**config.mk**
```make
export PLATFORM = sky130hd
export DESIGN_NAME = sat_alu
export DESIGN_NICKNAME = d
export VERILOG_FILES = /design/src/rtl/sat_pkg.sv /design/src/rtl/sat_alu.sv
export SDC_FILE = /design/constraint.sdc
export NUM_CORES = 1
export LEC_CHECK = 0
export BUFFER_PORTS_ARGS = -buffer_cell sky130_fd_sc_hd__buf_4
export CORE_ASPECT_RATIO = 1.2
export CORE_UTILIZATION = 47
export DETAILED_ROUTE_END_ITERATION = 12
export GPL_ROUTABILITY_DRIVEN = 0
export PLACE_DENSITY = 0.85
export SLEW_MARGIN = 15
export SYNTH_ARGS = -nofsm -noshare
export SYNTH_HDL_FRONTEND = slang
export SYNTH_SLANG_ARGS = --single-unit
export TNS_END_PERCENT = 10
```
**constraint.sdc**
```tcl
create_clock -name vclk -period 4.35
set_input_delay 0.6525 -clock vclk [all_inputs]
set_output_delay 0.6525 -clock vclk [all_outputs]
set_load 0.03 [all_outputs]
```
**src/rtl/sat_pkg.sv**
```systemverilog
package sat_pkg;

  localparam int SUM_W     = 32;
  localparam int CELL_W    = 16;
  localparam int COORD_W   = 8;
  localparam int DIM_W     = 9;
  localparam int CFG_IDX_W = 2;

  localparam logic [DIM_W-1:0] DIM_RESET = 9'd256;

  localparam logic [CFG_IDX_W-1:0] REG_ROW_COUNT = 2'd0;
  localparam logic [CFG_IDX_W-1:0] REG_COL_COUNT = 2'd1;

  localparam logic OP_LOAD  = 1'b0;
  localparam logic OP_QUERY = 1'b1;

  typedef logic [SUM_W-1:0] word_t;

  typedef enum logic [1:0] {
    ST_OK        = 2'd0,
    ST_BAD_RECT  = 2'd1,
    ST_NOT_READY = 2'd2
  } status_e;

  typedef enum logic {
    ALU_ADD = 1'b0,
    ALU_SUB = 1'b1
  } alu_op_e;

  typedef enum logic [2:0] {
    S_IDLE,
    S_LD1,
    S_LD2,
    S_QA,
    S_QB,
    S_QC,
    S_QD
  } state_e;

endpackage

```
**src/rtl/sat_alu.sv**
```systemverilog
module sat_alu
  import sat_pkg::*;
(
  input  alu_op_e op_i,
  input  word_t   a_i,
  input  word_t   b_i,
  output word_t   y_o
);

  // sums wrap modulo 2^32
  always_comb begin
    case (op_i)
      ALU_ADD: y_o = a_i + b_i;
      ALU_SUB: y_o = a_i - b_i;
      default: y_o = a_i + b_i;
    endcase
  end

endmodule

```
# After elaboration in Yosys (flattened, before gate mapping)
# Index checks and enable logic that the tools add are counted.
[word_totals]
register_bits = 0
latchBits = 0
mem_bits_rw = 0
mem_bits_ro = 0
input_bits = 65
output_inout_bits = 32
mem_count = 0
[classes]
add_sub_neg = 2
mul = 0
div_mod_pow = 0
n_lt_le_gt_ge = 0
eq_ne = 0
n_shift = 0
muxes = 1
bitwise = 1
n_reduce_logical = 0
[op_table]
columns = ["cell", "count"]
rows = [
  ["one-hot mux 32 bit (2 select lines)", 1],
  ["adder 32 bit", 1],
  ["subtractor 32 bit", 1],
  ["inverter 1 bit", 1],
]

# Longest topological paths before layout
# Gate-level depths: netlist (run 1).
[depth]
depth_word = 2
ltp_mapped = 16

# Worst setup path after synthesis (run 1)
# OpenSTA, ideal clock, no wires.
[synth_timing]
kind = "input to output"
from = "input b_i[5]"
to = "output y_o[30]"
t_arrival_ps = 4425
required_time_ps = 3697
setup_slack_ps = -727
stages = 15
path_cell_list = "or4_4 -> or3_4 -> nor2_2 -> nand2_1 -> nor3_1 -> a31oi_1 -> xnor2_1 -> ha_1 -> clkbuf_1 -> and3_1 -> a32o_1 -> a21oi_1 -> a211oi_1 -> or2_2 -> a211oi_1"
[synth_between]
elab_chain_len = 2
elab_cells_between_ends = 3
classes_between = "add/sub: 2; mux: 1"
[synth_lines]
columns = ["item", "line", "source"]
rows = [
  ["from (decl)", "sat_alu.sv:6", "input word_t b_i,"],
  ["subtractor 32 bit / adder 32 bit (equally long branches)", "-", ""],
  ["one-hot mux 32 bit (2 select lines) (*)", "sat_alu.sv:12", "case (op_i)"],
  ["to (decl)", "sat_alu.sv:7", "output word_t y_o"],
]
# Mark *: on every way between the ends. The rest lies on a longest branch, timed or not.

# Worst setup path in the final report (run 1)
[layout_timing]
from = "input b_i[2]"
to = "output y_o[26]"
# The elaborated chain is that of the path after synthesis.

==> results of run 1 <==
-- metal layers --
layer  vias to the layer above  wire length, um  GRT usage  part of all wire
li1                       1650                -          -                 -
met1                      1783             4040      0.384              0.31
met2                       359             6150      0.766              0.48
met3                       158             1290     0.0771              0.10
met4                         0             1420      0.277              0.11
met5                         -                0          0                 0
-- power groups by stage --
stage	sequential [W]	clock (W)	combinational, W
after floorplan	0	0	0.000599
after global placement	0	0	0.00101
after detailed placement	0	0	0.00104
after CTS	0	0	0.00110
after global routing	0	0	0.00128
final	0	0	0.00122
-- cells by family (layout without fill, tap and decap cells) --
group	count (synthesis)	in the layout	synth area share
XOR/XNOR	58	58	0.219
adder cells (fa/ha/maj)	33	33	0.178
AO/OA/AOI/OAI	105	105	0.280
AND/OR/NAND/NOR	124	124	0.272
multiplexers	2	2	0.00902
buffers and inverters	26	216	0.0425
-- timing repair --
item | CTS | global route
hold buffers | 0 | 0
endpoints found under the setup margin | 17 | 20
resized for setup | 40 | 30
setup buffers | 1 | 7
pin swaps | 36 | 23
gates cloned | 0 | 0
-- cell type report --
cell class	count	share of cell area
multi-input cells	322	0.606
repair buffers	201	0.364
well taps	58	0.0170
inverters	15	0.0132
-- path summary, 6_finish.rpt --
| check | from | to | slack (ns) | cells after the start |
|---|---|---|---|---|
| setup / recovery | b_i[2] | y_o[26] | -1.02 | 18 |
| hold / removal | a_i[1] | y_o[1] | 1.75 | 3 |
-- Yosys cell counts (2+ instances only) --
library cell and n:
a311oi_1 2, xnor2_1 42, a21o_1 7, o21bai_1 6
a211oi_1 2, o211ai_1 3, nor3_1 17, and3_1 5
nor2b_1 5, or4_1 2, xor2_1 15, clkbuf_1 8
nand4_1 5, nor4b_1 2, nor4_1 4, a31oi_1 7
o2bb2ai_1 2, o21a_1 5, o21ai_0 17, nand2_1 24
nand3_1 9, a21oi_1 45, nor2_1 38, inv_1 15
or3_1 4, ha_1 32
-- worst max-delay path, stage by stage --
cell	delay [ns]
buf_6	0.09
or4_4	0.54
or3_4	0.39
nor2_4	0.17
nand2_2	0.14
nor3_4	0.25
a21oi_2	0.10
xnor2_1	0.18
ha_1	0.41
nand2_1	0.08
o21ai_1	0.46
a32o_2	0.30
a21oi_2	0.06
buf_4	0.16
a21o_4	0.22
o21ba_2	0.22
xnor2_2	0.15
buf_6	0.16
-- stage by stage --
stage	hold WS, ns	utilization
6_report	1.75	0.911
5_1_grt	1.76	0.911
3_3_place_gp	1.73	0.834
2_1_floorplan	1.52	-
3_5_place_dp	1.74	0.834
4_1_cts	1.74	0.870
==> out/metrics.cfg, run 1 <==
[status]
outcome = finished, violations left
failed_checks = setup timing

[min_path]
hp-class = input port to output port

[placement]
post_dp_cell_area_sq_mm = 0.00392
placedCellCount = 588
dp_slack_ns = -0.740
dp_hpwl_um = 7770
portBuffers = 97

[synthesis]
synth_top_area_share = 0.170
synthesis.area_per_instance_sq_um = 6.77
seq_area_frac_synth = 0
cell_count_after_synthesis = 348
synth.lib_cells_used.distinct = 51
netlist_area_sq_mm = 0.00236
yosys_warnings = 0
post_synth_main_area_contributors = ha_1 17%, xnor2_1 16%, a21oi_1 9.6%
syn-num-nets = 446
netlist.top_cell.by_area = ha_1

[pwr]
share_seq_of_total_power = 0
max-vdd-ir-drop_mv = 0.274
clock_power_share = 0
overall_power_w = 0.00122
leakage_nw = 2.02
comb_power_share = 1.000
switching_power_share_of_the_total = 0.558
internal_power_w = 0.000539
power_switching_w = 0.000682
power_per_cell_area_mw_per_mm2 = 285

[sta]
unrepaired_setup_endpoints_after_global_routing = yes
timing.final.ws_setup_ns = -1.02
slew_headroom = 0.441
setup_total_negative_slack_ns = -13.09
period_share = 1.23
period_minus_slack_ns = 5.37
worstMarginPinSlew_ns = 0.830
final_hold_viol_count = 0
maxSlewViolCount = 0
clock.fmax_ghz = 0.186
report.final.setup_viol = 20

[die]
core_region_area_sq_mm = 0.00470
die_outline_area_sq_mm = 0.00530
num_rows = 27
ios = 97
die_width_um = 66.7
initial_core_util = 0.502
dieHeight_um = 79.6

[worst_setup_path]
worst-endpoint-required_ns = 3.70
worst-path-max-fanout = 5
critPathKind = input port to output port
cp.arrival_ns = 4.72
crit_path_start_kind = input port
worstSetupEndpointType = output port

[route]
route.final.wire_length_um = 12900
remaining_drc_errors = 0
wl_per_cell_um = 21.6
drtPass1Iterations = 5
detail_route.iter0.violations = 402
detail_route.vias_per_cell = 6.63
vias = 3950
ant_nets = 0

[layout]
nFlopsAndLatches = 0
clkbuf_count = 0
num-nets-final = 638
finish.instance_area_sq_mm = 0.00428
most-common-layout-cells = 188 x buf_4, 37 x nor2_1, 35 x a21oi_1
n_antenna_cell = 0
multiInputGateArea_sq_mm = 0.00259
final_common_cell = buf_4
layout-drive-gt1-share = 0.491
num-fill-cells = 202
stdcell_count = 596
syn2layout_area_growth_pct = 81.5
register_area_sq_um = 0

[grt]
first_global_vias = 3705
grt_util_all_layers = 0.407
grt-ovfl-total = 0
global_route_wire_length_before_repair_um = 16700
grt_start_max_net_pins = 32
antenna_found_initial = 0

[flow_run]
timing.max_cap.violations = 0

Note: power is estimated with default switching activity, not from simulation.
==> inputs of run 2 (changes only) <==
- CORE_UTILIZATION: 47 -> 52
- PLACE_DENSITY: 0.85 -> 0.89
- clock period: 4.35 -> 5.7 ns (I/O delays scaled with it)
==> out/metrics.cfg, run 2 (synthesis results as in run 1) <==
[pwr]
max-vdd-ir-drop_mv = 0.151
overall_power_w = 0.000672
power_per_cell_area_mw_per_mm2 = 213
leakage_nw = 1.42

[route]
route.final.wire_length_um = 7210
ant_nets = 0
drtPass1Iterations = 5
detail_route.vias_per_cell = 6.04
remaining_drc_errors = 0
detail_route.iter0.violations = 284
wl_per_cell_um = 14.6
vias = 2976

[die]
ios = 97
initial_core_util = 0.549
dieHeight_um = 75.8
die_width_um = 63.5
num_rows = 26
die_outline_area_sq_mm = 0.00481
core_region_area_sq_mm = 0.00429

[sta]
final_hold_viol_count = 0
worstMarginPinSlew_ns = 0.760
slew_headroom = 0.486
unrepaired_setup_endpoints_after_global_routing = no
maxSlewViolCount = 0
clock.fmax_ghz = 0.182
report.final.setup_viol = 0
period_share = 0.963
setup_total_negative_slack_ns = 0
period_minus_slack_ns = 5.49

[worst_setup_path]
crit_path_frequent_cell = a21oi_1
worstSetupEndpointType = output port
critPathKind = input port to output port
cp.arrival_ns = 4.64
worst-endpoint-required_ns = 4.85
worst-path-max-fanout = 6
cp_slowest_cell = or4_4
critPathMaxStageDelay_ns = 0.57
crit_path_start_kind = input port
critical_path.cell_chain = buf_4 -> or4_4 -> or3_4 -> nor4_4 -> a21oi_1 -> xnor2_1 -> ha_1 -> a21oi_1 -> o21ai_0 -> a32o_1 -> a21oi_1 -> a211oi_1 -> or2_2 -> a211oi_1 -> buf_4

[layout]
syn2layout_area_growth_pct = 34.1
most-common-layout-cells = 100 x buf_4, 45 x a21oi_1, 42 x xnor2_1
final_common_cell = buf_4
nFlopsAndLatches = 0
n_antenna_cell = 0
layout-drive-gt1-share = 0.265
num-fill-cells = 382
clkbuf_count = 0
register_area_sq_um = 0
final_util = 0.736
num-nets-final = 537

[grt]
antenna_found_initial = 0
grt_util_all_layers = 0.280
first_global_vias = 2720
grt_start_max_net_pins = 32
grt-ovfl-total = 0
global_route_wire_length_before_repair_um = 11200

[min_path]
hp-class = input port to output port

[cts]
cts.hold.buffers_added = 0
postCtsSetupBuffers = 0
post_cts_resize_count = 0

[status]
outcome = finished clean

[flow_run]
timing.max_cap.violations = 0

[placement]
dp_hpwl_um = 6000
portBuffers = 97

run 2: cell count changes in the layout (fill, tap and decap cells not counted), sizes merged:
cell  previous run  this run
buf            201       100
run 2: routing by layer:
layer / vias up / track usage / share of wire
li1: 1453 / - / -
met1: 1352 / 0.326 / 0.40
met2: 141 / 0.552 / 0.51
met3: 30 / 0.0269 / 0.069
met4: 0 / 0.0581 / 0.022
met5: - / 0 / 0
run 2: metrics by stage:
step	cells	instance area [sq um]	hold slack, ns	setup slack, ns
6_report	493	3160	2.12	0.210
5_1_grt	493	3160	2.13	0.0289
4_1_cts	493	3130	2.12	0.0451
3_5_place_dp	493	3130	2.12	0.0630
3_3_place_gp	493	3130	2.11	0.216
2_1_floorplan	348	2360	1.92	0.218
run 2: worst max-delay path: cells and delay by family:
| kind | cells | cell delay [ns] |
|---|---|---|
| and+or+nand+nor | 4 | 1.52 |
| AOI/OAI and AO/OA | 7 | 1.44 |
| adders and majority gates | 1 | 0.36 |
| buffers and inverters | 2 | 0.32 |
| xor gates and xnor gates | 1 | 0.14 |
run 2: final cells by class:
cell class | count | area [sq um] | share of cell area
multi-input cells | 322 | 2280 | 0.722
repair buffers | 100 | 751 | 0.238
well taps | 56 | 70.1 | 0.0222
inverters | 15 | 56.3 | 0.0178
run 2: path summary, 6_finish.rpt:
path / start / endpoint / slack [ns] / cells past startpoint
min: b_i[0] / y_o[0] / 2.12 / 4
max: b_i[5] / y_o[30] / 0.21 / 15
run 2: report_power, final:
group,total (W),switching (W),internal (W)
combinational,0.000672,0.000403,0.000269
sequential,0,0,0
clock,0,0,0
total,0.000672,0.000403,0.000269
==> inputs of run 3 (changes only) <==
- BUFFER_PORTS_ARGS: -buffer_cell sky130_fd_sc_hd__buf_4 -> -buffer_cell sky130_fd_sc_hd__buf_2
- CORE_ASPECT_RATIO: 1.2 -> 1.1
==> out/metrics.cfg, run 3 (synthesis results as in run 1) <==
[status]
outcome = finished clean

[layout]
most-common-layout-cells = 97 x buf_2, 45 x a21oi_1, 42 x xnor2_1
layout-drive-gt1-share = 0.265
num-fill-cells = 394
nFlopsAndLatches = 0
clkbuf_count = 0
register_area_sq_um = 0
final_util = 0.673
num-nets-final = 537
n_antenna_cell = 0
multiInputGateArea_sq_mm = 0.00227
syn2layout_area_growth_pct = 23.3
final_common_cell = buf_2
finish.instance_area_sq_mm = 0.00291

[sta]
maxSlewViolCount = 0
setup_total_negative_slack_ns = 0
report.final.setup_viol = 0
clock.fmax_ghz = 0.180
period_share = 0.972
worstMarginPinSlew_ns = 0.843
period_minus_slack_ns = 5.54
timing.final.ws_setup_ns = 0.157
final_hold_viol_count = 0
slew_headroom = 0.431

[worst_setup_path]
worst-path-max-fanout = 6
crit_path_frequent_cell = a21oi_1
critPathKind = input port to output port
crit_path_start_kind = input port
worstSetupEndpointType = output port
cp_slowest_cell = or4_4
worst-endpoint-required_ns = 4.85
critPathMaxStageDelay_ns = 0.55
cp.arrival_ns = 4.69
critical_path.cell_chain = buf_2 -> or4_4 -> or3_4 -> nor4_2 -> a21oi_1 -> xnor2_1 -> ha_1 -> a21oi_1 -> o21ai_0 -> a32o_1 -> a21oi_1 -> a211oi_1 -> or2_2 -> a211oi_1 -> buf_2

[die]
num_rows = 25
ios = 97
die_outline_area_sq_mm = 0.00481
dieHeight_um = 72.6
die_width_um = 66.2
core_region_area_sq_mm = 0.00432
initial_core_util = 0.546

[placement]
post_dp_cell_area_sq_mm = 0.00289
dp_slack_ns = 0.0796
portBuffers = 97
dp_hpwl_um = 5710

[route]
wl_per_cell_um = 14.0
detail_route.vias_per_cell = 6.04
ant_nets = 0
remaining_drc_errors = 0
drtPass1Iterations = 5
detail_route.iter0.violations = 237
vias = 2967
route.final.wire_length_um = 6890

[min_path]
hp-class = input port to output port
hold-path-cell-count = 4
hold_start = b_i[0]
min_to = y_o[0]

[grt]
grt_start_max_net_pins = 32
grt-ovfl-total = 0
first_global_vias = 2571
global_route_wire_length_before_repair_um = 10600
grt_util_all_layers = 0.267
antenna_found_initial = 0

[pwr]
leakage_nw = 1.33
power_per_cell_area_mw_per_mm2 = 209
max-vdd-ir-drop_mv = 0.144
overall_power_w = 0.000608

[flow_run]
timing.max_cap.violations = 0

[cts]
cts.hold.buffers_added = 0

## run 3: changes by cell type in the layout (fill, tap and decap cells not counted)
cell / before / now
o21ai_0: 17 / 16
o21ai_1: 0 / 1
nor4_2: 0 / 1
buf_2: 0 / 97
buf_4: 100 / 3
nor4_4: 2 / 1
## run 3: area by class of cell
| cell class | instances | share of cell area |
|---|---|---|
| Tap cell | 54 | 0.0232 |
| Multi-Input combinational cell | 322 | 0.783 |
| Timing Repair Buffer | 100 | 0.175 |
| Inverter | 15 | 0.0194 |
## run 3: worst max-delay path by stage
| stage | slack [ns] | startpoint | endpoint |
|---|---|---|---|
| after CTS | 0.08 | b_i[3] | y_o[30] |
| after floorplan | 0.22 | b_i[5] | y_o[30] |
| final | 0.16 | b_i[3] | y_o[30] |
| after global placement | 0.22 | b_i[5] | y_o[30] |
| after global routing | -0.02 | b_i[3] | y_o[30] |
| after detailed placement | 0.08 | b_i[3] | y_o[30] |
## run 3: worst max-delay path, delay by kind of cell
kind,cells,cell delay [ns]
buffers and inverters,2,0.37
AO/OA/AOI/OAI,7,1.39
AND/OR/NAND/NOR,4,1.55
adder cells (fa/ha/maj),1,0.36
XOR/XNOR,1,0.16
## run 3: timing repair
| item | CTS | global route |
|---|---|---|
| setup buffers | 0 | 0 |
| setup endpoints to repair | 0 | 7 |
| resized for setup | 0 | 4 |
## run 3: layer usage
metal	vias to the layer above	routed length, um	track usage
met1	1336	2820	0.346
met2	167	3410	0.486
met3	12	580	0.0172
li1	1452	-	-
met5	-	0	0
met4	0	80	0.0402
## run 3: report_power, final
| part | switching, W | leakage [nW] | internal (W) |
|---|---|---|---|
| clock network | 0 | 0 | 0 |
| registers | 0 | 0 | 0 |
| logic | 0.000394 | 1.33 | 0.000214 |
## run 3: per-stage QoR
step	std cells	hold WS (ns)
after CTS	491	2.16
after detailed placement	491	2.16
after floorplan	348	1.92
final	491	2.16
after global routing	491	2.19
after global placement	491	2.15
